--- src/hw/rtl/ups_pkg.sv ---
// Shared types and constants for the URL path sanitizer.
// Used by the front, the command queue, the back and the top level.
`timescale 1ns / 1ps

package ups_pkg;

  // Command from the front to the back part
  typedef enum logic [1:0] {
    CMD_BYTE  = 2'd0,  // emit one path byte
    CMD_FINAL = 2'd1,  // emit the final word with the verdict
    CMD_INDEX = 2'd2   // emit "index.html", then an accepting final word
  } cmd_kind_e;

  typedef struct packed {
    cmd_kind_e  kind;
    logic [7:0] data;
    logic       bad;
  } cmd_t;

  localparam int unsigned QUEUE_DEPTH = 4;
  localparam int unsigned QPTR_W      = $clog2(QUEUE_DEPTH);
  localparam int unsigned INDEX_LEN   = 10;
  localparam int unsigned ROOT_W      = 6;
  localparam logic [ROOT_W-1:0] ROOT_RESET = 6'd4;

  localparam logic [7:0] CH_SLASH = 8'h2F;
  localparam logic [7:0] CH_DOT   = 8'h2E;
  localparam logic [7:0] CH_UNDER = 8'h5F;
  localparam logic [7:0] CH_DASH  = 8'h2D;
  localparam logic [7:0] CH_TILDE = 8'h7E;

endpackage

--- src/hw/rtl/ups_front.sv ---
// Front part: accepts path words, tracks segment state and capacity,
// and pushes commands into the queue. Depends on ups_pkg.
`timescale 1ns / 1ps

module ups_front #(
  parameter int unsigned PATH_CAPACITY = 128
) (
  input  logic                       clk_i,
  input  logic                       rst_ni,
  input  logic                       cfg_we_i,
  input  logic [ups_pkg::ROOT_W-1:0] cfg_wdata_i,
  input  logic                       in_valid_i,
  output logic                       in_ready_o,
  input  logic [7:0]                 in_byte_i,
  input  logic                       in_end_i,
  input  logic                       q_full_i,
  output logic                       push_o,
  output ups_pkg::cmd_t              push_cmd_o
);

  localparam int unsigned CNT_W = $clog2(PATH_CAPACITY);
  localparam int unsigned SUM_W = $clog2(PATH_CAPACITY + 80);
  localparam logic [SUM_W-1:0] LIMIT = SUM_W'(PATH_CAPACITY - 1);

  localparam logic [1:0] PH_START    = 2'd0;
  localparam logic [1:0] PH_SEGMENT  = 2'd1;
  localparam logic [1:0] PH_IGNORE   = 2'd2;
  localparam logic [1:0] PH_REJECTED = 2'd3;

  logic [1:0]                 phase_q, phase_d;
  logic [1:0]                 seg_len_q, seg_len_d;
  logic                       first_dot_q, first_dot_d;
  logic                       second_dot_q, second_dot_d;
  logic [CNT_W-1:0]           count_q, count_d;
  logic                       on_slash_q, on_slash_d;
  logic [ups_pkg::ROOT_W-1:0] root_q;

  logic [SUM_W-1:0] used;
  logic             fits_one, fits_index, dot_seg, allowed, accept;

  assign in_ready_o = !q_full_i;
  assign accept     = in_valid_i && !q_full_i;

  assign used       = SUM_W'(root_q) + SUM_W'(count_q);
  assign fits_one   = (used + SUM_W'(1)) <= LIMIT;
  assign fits_index = (used + SUM_W'(ups_pkg::INDEX_LEN)) <= LIMIT;
  assign dot_seg    = (seg_len_q == 2'd1 && first_dot_q) ||
                      (seg_len_q == 2'd2 && first_dot_q && second_dot_q);

  always_comb begin
    allowed = (in_byte_i inside {[8'h61:8'h7A], [8'h41:8'h5A], [8'h30:8'h39]}) ||
              in_byte_i == ups_pkg::CH_DOT || in_byte_i == ups_pkg::CH_UNDER ||
              in_byte_i == ups_pkg::CH_DASH || in_byte_i == ups_pkg::CH_TILDE;
  end

  always_comb begin
    phase_d      = phase_q;
    seg_len_d    = seg_len_q;
    first_dot_d  = first_dot_q;
    second_dot_d = second_dot_q;
    count_d      = count_q;
    on_slash_d   = on_slash_q;
    push_o       = 1'b0;
    push_cmd_o   = '{kind: ups_pkg::CMD_BYTE, data: in_byte_i, bad: 1'b0};
    if (accept) begin
      if (in_end_i) begin
        push_o          = 1'b1;
        push_cmd_o.kind = ups_pkg::CMD_FINAL;
        push_cmd_o.data = 8'd0;
        if (phase_q == PH_START || phase_q == PH_REJECTED) begin
          push_cmd_o.bad = 1'b1;
        end else if (phase_q == PH_SEGMENT && dot_seg) begin
          push_cmd_o.bad = 1'b1;
        end else if (on_slash_q) begin
          if (fits_index) begin
            push_cmd_o.kind = ups_pkg::CMD_INDEX;
          end else begin
            push_cmd_o.bad = 1'b1;
          end
        end
        // start over for the next path
        phase_d      = PH_START;
        seg_len_d    = 2'd0;
        first_dot_d  = 1'b0;
        second_dot_d = 1'b0;
        count_d      = '0;
        on_slash_d   = 1'b0;
      end else begin
        case (phase_q)
          PH_START: begin
            if (in_byte_i != ups_pkg::CH_SLASH || !fits_one) begin
              phase_d = PH_REJECTED;
            end else begin
              push_o       = 1'b1;
              count_d      = count_q + CNT_W'(1);
              phase_d      = PH_SEGMENT;
              seg_len_d    = 2'd0;
              first_dot_d  = 1'b0;
              second_dot_d = 1'b0;
              on_slash_d   = 1'b1;
            end
          end
          PH_SEGMENT: begin
            if (in_byte_i == ups_pkg::CH_SLASH) begin
              if (seg_len_q == 2'd0) begin
                phase_d = PH_IGNORE;
              end else if (dot_seg || !fits_one) begin
                phase_d = PH_REJECTED;
              end else begin
                push_o       = 1'b1;
                count_d      = count_q + CNT_W'(1);
                seg_len_d    = 2'd0;
                first_dot_d  = 1'b0;
                second_dot_d = 1'b0;
                on_slash_d   = 1'b1;
              end
            end else if (!allowed || !fits_one) begin
              phase_d = PH_REJECTED;
            end else begin
              push_o  = 1'b1;
              count_d = count_q + CNT_W'(1);
              if (seg_len_q == 2'd0) begin
                first_dot_d = (in_byte_i == ups_pkg::CH_DOT);
              end else if (seg_len_q == 2'd1) begin
                second_dot_d = (in_byte_i == ups_pkg::CH_DOT);
              end
              if (seg_len_q != 2'd3) begin
                seg_len_d = seg_len_q + 2'd1;
              end
              on_slash_d = 1'b0;
            end
          end
          default: begin
            // ignore or rejected: drop the word
          end
        endcase
      end
    end
  end

  always_ff @(posedge clk_i or negedge rst_ni) begin
    if (!rst_ni) begin
      phase_q      <= PH_START;
      seg_len_q    <= 2'd0;
      first_dot_q  <= 1'b0;
      second_dot_q <= 1'b0;
      count_q      <= '0;
      on_slash_q   <= 1'b0;
      root_q       <= ups_pkg::ROOT_RESET;
    end else begin
      phase_q      <= phase_d;
      seg_len_q    <= seg_len_d;
      first_dot_q  <= first_dot_d;
      second_dot_q <= second_dot_d;
      count_q      <= count_d;
      on_slash_q   <= on_slash_d;
      if (cfg_we_i) begin
        root_q <= cfg_wdata_i;
      end
    end
  end

endmodule

--- src/hw/rtl/ups_queue.sv ---
// Short command queue between the front and the back part.
// Depends on ups_pkg for the command type and depth.
`timescale 1ns / 1ps

module ups_queue (
  input  logic          clk_i,
  input  logic          rst_ni,
  input  logic          push_i,
  input  ups_pkg::cmd_t push_cmd_i,
  output logic          full_o,
  input  logic          pop_i,
  output logic          valid_o,
  output ups_pkg::cmd_t head_o
);

  localparam int unsigned CW = ups_pkg::QPTR_W + 1;
  localparam int unsigned PW = ups_pkg::QPTR_W;

  ups_pkg::cmd_t              mem_q [ups_pkg::QUEUE_DEPTH];
  logic [ups_pkg::QPTR_W-1:0] wr_ptr_q, rd_ptr_q;
  logic [CW-1:0]              count_q;

  assign full_o  = count_q == CW'(ups_pkg::QUEUE_DEPTH);
  assign valid_o = count_q != '0;
  assign head_o  = mem_q[rd_ptr_q];

  always_ff @(posedge clk_i) begin
    if (push_i) begin
      mem_q[wr_ptr_q] <= push_cmd_i;
    end
  end

  always_ff @(posedge clk_i or negedge rst_ni) begin
    if (!rst_ni) begin
      wr_ptr_q <= '0;
      rd_ptr_q <= '0;
      count_q  <= '0;
    end else begin
      if (push_i) begin
        wr_ptr_q <= wr_ptr_q + PW'(1);
      end
      if (pop_i) begin
        rd_ptr_q <= rd_ptr_q + PW'(1);
      end
      case ({push_i, pop_i})
        2'b10:   count_q <= count_q + CW'(1);
        2'b01:   count_q <= count_q - CW'(1);
        default: count_q <= count_q;
      endcase
    end
  end

endmodule

--- src/hw/rtl/ups_back.sv ---
// Back part: turns queued commands into result words through an output
// register, expanding the index.html run. Depends on ups_pkg.
`timescale 1ns / 1ps

module ups_back (
  input  logic          clk_i,
  input  logic          rst_ni,
  input  logic          cmd_valid_i,
  input  ups_pkg::cmd_t cmd_i,
  output logic          pop_o,
  output logic          out_valid_o,
  input  logic          out_ready_i,
  output logic [7:0]    out_byte_o,
  output logic          out_present_o,
  output logic          out_final_o,
  output logic          out_verdict_o
);

  localparam int unsigned IDX_W = $clog2(ups_pkg::INDEX_LEN + 1);

  function automatic logic [7:0] index_char(input logic [IDX_W-1:0] i);
    logic [7:0] c;
    case (i)
      IDX_W'(0): c = 8'h69;  // i
      IDX_W'(1): c = 8'h6E;  // n
      IDX_W'(2): c = 8'h64;  // d
      IDX_W'(3): c = 8'h65;  // e
      IDX_W'(4): c = 8'h78;  // x
      IDX_W'(5): c = 8'h2E;  // .
      IDX_W'(6): c = 8'h68;  // h
      IDX_W'(7): c = 8'h74;  // t
      IDX_W'(8): c = 8'h6D;  // m
      IDX_W'(9): c = 8'h6C;  // l
      default:   c = 8'h00;
    endcase
    return c;
  endfunction

  logic             valid_q, valid_d;
  logic [7:0]       byte_q, byte_d;
  logic             present_q, present_d;
  logic             final_q, final_d;
  logic             verdict_q, verdict_d;
  logic [IDX_W-1:0] idx_q, idx_d;
  logic             load;

  assign load = !valid_q || out_ready_i;

  always_comb begin
    valid_d   = valid_q;
    byte_d    = byte_q;
    present_d = present_q;
    final_d   = final_q;
    verdict_d = verdict_q;
    idx_d     = idx_q;
    pop_o     = 1'b0;
    if (load) begin
      valid_d   = cmd_valid_i;
      byte_d    = 8'd0;
      present_d = 1'b0;
      final_d   = 1'b0;
      verdict_d = 1'b0;
      if (cmd_valid_i) begin
        case (cmd_i.kind)
          ups_pkg::CMD_BYTE: begin
            byte_d    = cmd_i.data;
            present_d = 1'b1;
            pop_o     = 1'b1;
          end
          ups_pkg::CMD_INDEX: begin
            // walk the name, then close with an accepting final word
            if (idx_q == IDX_W'(ups_pkg::INDEX_LEN)) begin
              final_d = 1'b1;
              idx_d   = '0;
              pop_o   = 1'b1;
            end else begin
              byte_d    = index_char(idx_q);
              present_d = 1'b1;
              idx_d     = idx_q + IDX_W'(1);
            end
          end
          default: begin
            final_d   = 1'b1;
            verdict_d = cmd_i.bad;
            pop_o     = 1'b1;
          end
        endcase
      end
    end
  end

  always_ff @(posedge clk_i or negedge rst_ni) begin
    if (!rst_ni) begin
      valid_q <= 1'b0;
      idx_q   <= '0;
    end else begin
      valid_q <= valid_d;
      idx_q   <= idx_d;
    end
  end

  always_ff @(posedge clk_i) begin
    byte_q    <= byte_d;
    present_q <= present_d;
    final_q   <= final_d;
    verdict_q <= verdict_d;
  end

  assign out_valid_o   = valid_q;
  assign out_byte_o    = byte_q;
  assign out_present_o = present_q;
  assign out_final_o   = final_q;
  assign out_verdict_o = verdict_q;

endmodule

--- src/hw/rtl/url_path_sanitizer_core.sv ---
// Top level of the URL path sanitizer: front, command queue and back part.
// Depends on ups_pkg, ups_front, ups_queue and ups_back.
//
//  channel  | direction | tdata           | tlast     | tuser
//  s_axis   | in        | [7:0] path_byte | is_end    | -
//  m_axis   | out       | [7:0] out_byte  | final_res | [0] byte_present, [1] verdict
//  cfg      | in        | cfg_wdata_i = root_length, written when cfg_we_i is high
//
// The front takes one word per cycle while the queue is not full and
// classifies it in that cycle. Byte words pass through the command queue and
// the output register; an end word after a trailing slash expands into 11
// result words, one per cycle unless m_axis stalls, from the back part. A
// 4-entry command queue and the output register let the input keep flowing
// while results stall, until the queue fills. Reset clears all control state and sets root_length to 4.
`timescale 1ns / 1ps

module url_path_sanitizer_core #(
  parameter int unsigned PATH_CAPACITY = 128
) (
  input  logic                       clk_i,
  input  logic                       rst_ni,
  input  logic                       cfg_we_i,
  input  logic [ups_pkg::ROOT_W-1:0] cfg_wdata_i,
  input  logic                       s_axis_tvalid,
  output logic                       s_axis_tready,
  input  logic [7:0]                 s_axis_tdata,   // [7:0] path_byte
  input  logic                       s_axis_tlast,   // is_end
  output logic                       m_axis_tvalid,
  input  logic                       m_axis_tready,
  output logic [7:0]                 m_axis_tdata,   // [7:0] out_byte
  output logic                       m_axis_tlast,   // final_res
  output logic [1:0]                 m_axis_tuser    // [0] byte_present, [1] verdict
);

  logic          push, full, pop, head_valid;
  ups_pkg::cmd_t push_cmd, head;
  logic          present, verdict;

  ups_front #(
    .PATH_CAPACITY(PATH_CAPACITY)
  ) u_front (
    .clk_i      (clk_i),
    .rst_ni     (rst_ni),
    .cfg_we_i   (cfg_we_i),
    .cfg_wdata_i(cfg_wdata_i),
    .in_valid_i (s_axis_tvalid),
    .in_ready_o (s_axis_tready),
    .in_byte_i  (s_axis_tdata),
    .in_end_i   (s_axis_tlast),
    .q_full_i   (full),
    .push_o     (push),
    .push_cmd_o (push_cmd)
  );

  ups_queue u_queue (
    .clk_i     (clk_i),
    .rst_ni    (rst_ni),
    .push_i    (push),
    .push_cmd_i(push_cmd),
    .full_o    (full),
    .pop_i     (pop),
    .valid_o   (head_valid),
    .head_o    (head)
  );

  ups_back u_back (
    .clk_i        (clk_i),
    .rst_ni       (rst_ni),
    .cmd_valid_i  (head_valid),
    .cmd_i        (head),
    .pop_o        (pop),
    .out_valid_o  (m_axis_tvalid),
    .out_ready_i  (m_axis_tready),
    .out_byte_o   (m_axis_tdata),
    .out_present_o(present),
    .out_final_o  (m_axis_tlast),
    .out_verdict_o(verdict)
  );

  assign m_axis_tuser = {verdict, present};

endmodule
--- config.mk ---
export PLATFORM = sky130hd
export DESIGN_NAME = url_path_sanitizer_core
export DESIGN_NICKNAME = d
export VERILOG_FILES = /design/src/hw/rtl/ups_pkg.sv /design/src/hw/rtl/ups_front.sv /design/src/hw/rtl/ups_queue.sv /design/src/hw/rtl/ups_back.sv /design/src/hw/rtl/url_path_sanitizer_core.sv
export SDC_FILE = /design/constraint.sdc
export NUM_CORES = 1
export LEC_CHECK = 0
export BUFFER_PORTS_ARGS = -buffer_cell sky130_fd_sc_hd__buf_2
export CAP_MARGIN = 20
export CORE_MARGIN = 2
export CORE_UTILIZATION = 65
export CTS_CLUSTER_DIAMETER = 80
export CTS_CLUSTER_SIZE = 28
export DETAILED_ROUTE_END_ITERATION = 7
export HOLD_SLACK_MARGIN = 0.05
export PLACE_DENSITY = 0.81
export SETUP_SLACK_MARGIN = 0.15
export SLEW_MARGIN = 0
export SYNTH_ARGS = -nofsm -noshare
export SYNTH_HDL_FRONTEND = slang
export SYNTH_SLANG_ARGS = --single-unit
export TNS_END_PERCENT = 30
--- constraint.sdc ---
create_clock -name clk_i -period 6.8 [get_ports clk_i]
set_input_delay 0.68 -clock clk_i [delete_from_list [all_inputs] [get_ports clk_i]]
set_output_delay 0.68 -clock clk_i [all_outputs]
set_load 0.03 [all_outputs]
==> out/qor.csv <==
metric,value,unit
status,completed,
yosys_warnings,0,
cts_made_buffers,9,
dieHeight,88.43,um
required,7.07,ns
fin_crit_sh,57.14,%
ir_worst_vdd,0.1520,mV
grt_overflow,0,
cellPowerDensity,377.0,nW/um^2
rsz0062_at_grt,no,
fill_cells,460,
track_usage,24.60,%
slew_headroom,49.27,%
cp.arrival,4.15,ns
viasPerCell,6.012,
ys_ff_latch,87,
cts_tree,done,
grt_max_degree,33,
dp_hpwl,6.499,mm
die_w,88.43,um
synth_top_area_share,35.65,%
synth_edf_count,55,
layout-drive-gt1-share,20.81,%
tightest_slew,0.7609,ns
wl,8.925,mm
firstDrtPassIters,4,
fmax,257.4,MHz
ctsResizeCount,0,
postRouteAntennaNets,0,
synth_cell_type_count,62,
r2r-start,u_front.count_q[0]$_DFFE_PN0P_,
cts.clk_slew.worst_paths,0.09,ns
syn_avg_cell_area,12.03,sq um
start_util,67.82,%
htreeDepth,3,
wl_per_cell,17.36,um
drv_cap,0,
drtIter0Drc,244,
row_count,30,
post-cts-setup-buffer-count,0,
finalSetupViolCount,0,
synthCells,385,
end_kind,flop,
placedCellCount,498,
seq_area_frac_synth,52.96,%
ys_top_cells_by_area,"edfxtp_1 36%, dfrtp_1 17%, ha_1 6.5%",
syn-num-nets,431,
async_flop_share,36.78,%
grt_pass1_vias,3036,
diodes,0,
drv_slew,0,
io_pins,33,
drc_errors,0,
cp_max_fo,7,
layout.cells.non_filler,514,
fin_skew,0.01266,ns
core_area,6832,sq um
p_leak,0.002011,uW
synth_area_leader_cell,edfxtp_1,
r2r_slack,2.91,ns
finalNetCount,459,
syn_area,4633,sq um
cts.sinks,87,
grt_pass1_wl,14.55,mm
clockBufferDepth,2,
final_hold_viol_count,0,
design_power_total,1897,uW
yosys_most_used_dff,edfxtp_1,
min_period,3.885,ns
hold_buffers,0,
clk_latency,0.35,ns
cp-start-kind,flop,
area_growth,8.615,%
gp_congestion,0.8853,
hp-class,in -> async,
fin_setup_tns,0,ns
critPathKind,reg -> reg,
port_buffers,32,
via_count,3090,
rr_worst_depth,16,
die_area,7819,sq um
r2r-end,u_queue.count_q[2]$_DFFE_PN0P_,
cts_root_buf,clkbuf_8,
antenna_found_initial,0,
==> cell usage after synthesis (all sizes together), types with 2 or more instances <==
| master | number |
|---|---|
| nand2b | 11 |
| xor2 | 4 |
| a31oi | 7 |
| inv | 20 |
| a21oi | 23 |
| a31o | 2 |
| a211oi | 2 |
| fa | 2 |
| clkbuf | 10 |
| and2 | 13 |
| buf | 5 |
| nor2b | 4 |
| a21boi | 5 |
| a311oi | 2 |
| and3 | 7 |
| mux2i | 2 |
| ha | 24 |
| o21a | 5 |
| nor4 | 2 |
| edfxtp | 55 |
| a21o | 5 |
| or3 | 4 |
| nand4 | 2 |
| xnor2 | 5 |
| mux4 | 11 |
| dfrtp | 31 |
| nand3 | 13 |
| or2 | 4 |
| nand2 | 20 |
| nand3b | 2 |
| nor4b | 2 |
| nor3 | 5 |
| nor3b | 6 |
| nor2 | 28 |
| o21ai | 16 |
| mux2 | 10 |
| or4 | 2 |
| o31ai | 2 |
==> power by group <==
group	switching (uW)	internal [uW]	total (uW)
clock network	190	174	364
logic	416	296	712
registers	114	706	821
total	721	1180	1900
==> cell usage in the layout, fill, tap and decap left out, types with 3 or more instances in the layout <==
cell,count
a21boi_0,4
inv_1,20
o21a_1,5
and3_1,7
and2_1,11
o21ai_0,16
nand3_1,13
edfxtp_1,55
a21o_1,3
nor2_1,28
buf_2,32
mux2_2,10
nor3_1,5
dfrtp_1,31
xor2_1,4
nand2b_1,10
or2_2,4
ha_1,24
nand2_1,20
or3_1,3
a31oi_1,7
a21oi_1,23
inv_6,3
clkbuf_8,9
xnor2_1,5
nor2b_1,4
nor3b_1,6
mux4_2,11
==> flip-flops by register name, summed over array words and instances, names as in the netlist <==
name and count:
u_queue.mem_q 44, u_back.out_byte_o 8, u_front.count_q 7, u_front.root_q 6
u_back.idx_q 4, u_queue.count_q 3, u_front.phase_q 2, u_front.seg_len_q 2
u_queue.rd_ptr_q 2, u_queue.wr_ptr_q 2, u_back.out_final_o 1, u_back.out_present_o 1
u_back.out_valid_o 1, u_back.out_verdict_o 1, u_front.first_dot_q 1, u_front.on_slash_q 1
u_front.second_dot_q 1
==> critical path: stages (launching register included) <==
cell,delay [ns]
dfrtp_1,0.45
ha_1,0.26
fa_1,0.48
nand3_1,0.16
nand2_1,0.09
o41ai_1,0.41
o211ai_1,0.16
and2_1,0.21
a31oi_1,0.20
a21oi_1,0.19
inv_1,0.10
ha_1,0.19
inv_1,0.07
fa_1,0.43
xor2_1,0.15
nor2_1,0.11
xor2_1,0.15
==> cell families (layout without fill, tap and decap cells) <==
logic type | count (synthesis) | count (layout) | synth area share (%)
compound gates | 78 | 78 | 10.91
xor+xnor | 9 | 9 | 1.701
fa+ha+maj | 26 | 26 | 7.345
buf+inv | 35 | 68 | 3.402
flops | 87 | 87 | 52.96
mux | 23 | 23 | 8.210
simple gates | 127 | 127 | 15.47
==> per-stage QoR <==
step	setup WS [ns]	hold slack [ns]	cell area (sq um)	utilization, %
global route	2.589	0.4599	5032	73.66
floorplan	3.336	0.3844	4633	-
CTS	2.928	0.4041	5032	73.66
finish	2.915	0.3956	5032	73.66
global placement	3.174	0.4817	4831	70.71
detailed placement	2.968	0.4960	4831	70.71
==> worst max path at each step <==
stage                                              start                              to  depth (start not counted)
final                     u_front.count_q[0]$_DFFE_PN0P_  u_queue.count_q[2]$_DFFE_PN0P_                         16
after floorplan           u_front.count_q[0]$_DFFE_PN0P_  u_queue.count_q[2]$_DFFE_PN0P_                         16
after global routing      u_front.count_q[0]$_DFFE_PN0P_  u_queue.count_q[2]$_DFFE_PN0P_                         16
after CTS                 u_front.count_q[0]$_DFFE_PN0P_  u_queue.count_q[2]$_DFFE_PN0P_                         16
after detailed placement  u_front.count_q[0]$_DFFE_PN0P_  u_queue.count_q[2]$_DFFE_PN0P_                         16
after global placement    u_front.count_q[0]$_DFFE_PN0P_  u_queue.count_q[2]$_DFFE_PN0P_                         16
==> layout make-up <==
| cell class | count | area [sq um] | area share, % |
|---|---|---|---|
| Clock buffer | 9 | 123.9 | 2.461 |
| Clock inverter | 7 | 77.57 | 1.542 |
| Inverter | 20 | 75.07 | 1.492 |
| Multi-Input combinational cell | 263 | 2022 | 40.18 |
| Sequential cell | 87 | 2454 | 48.76 |
| Tap cell | 96 | 120.1 | 2.387 |
| Timing Repair Buffer | 32 | 160.2 | 3.183 |
==> layer usage <==
metal | global-route usage [%] | vias up | routed length [um]
met3 | 3.451 | 12 | 406
met2 | 39.44 | 96 | 4208
met5 | 0 | - | 0
met1 | 35.02 | 1508 | 4175
li1 | - | 1474 | -
met4 | 8.402 | 0 | 135
No activity file was read; power rests on OpenSTA's default activity.
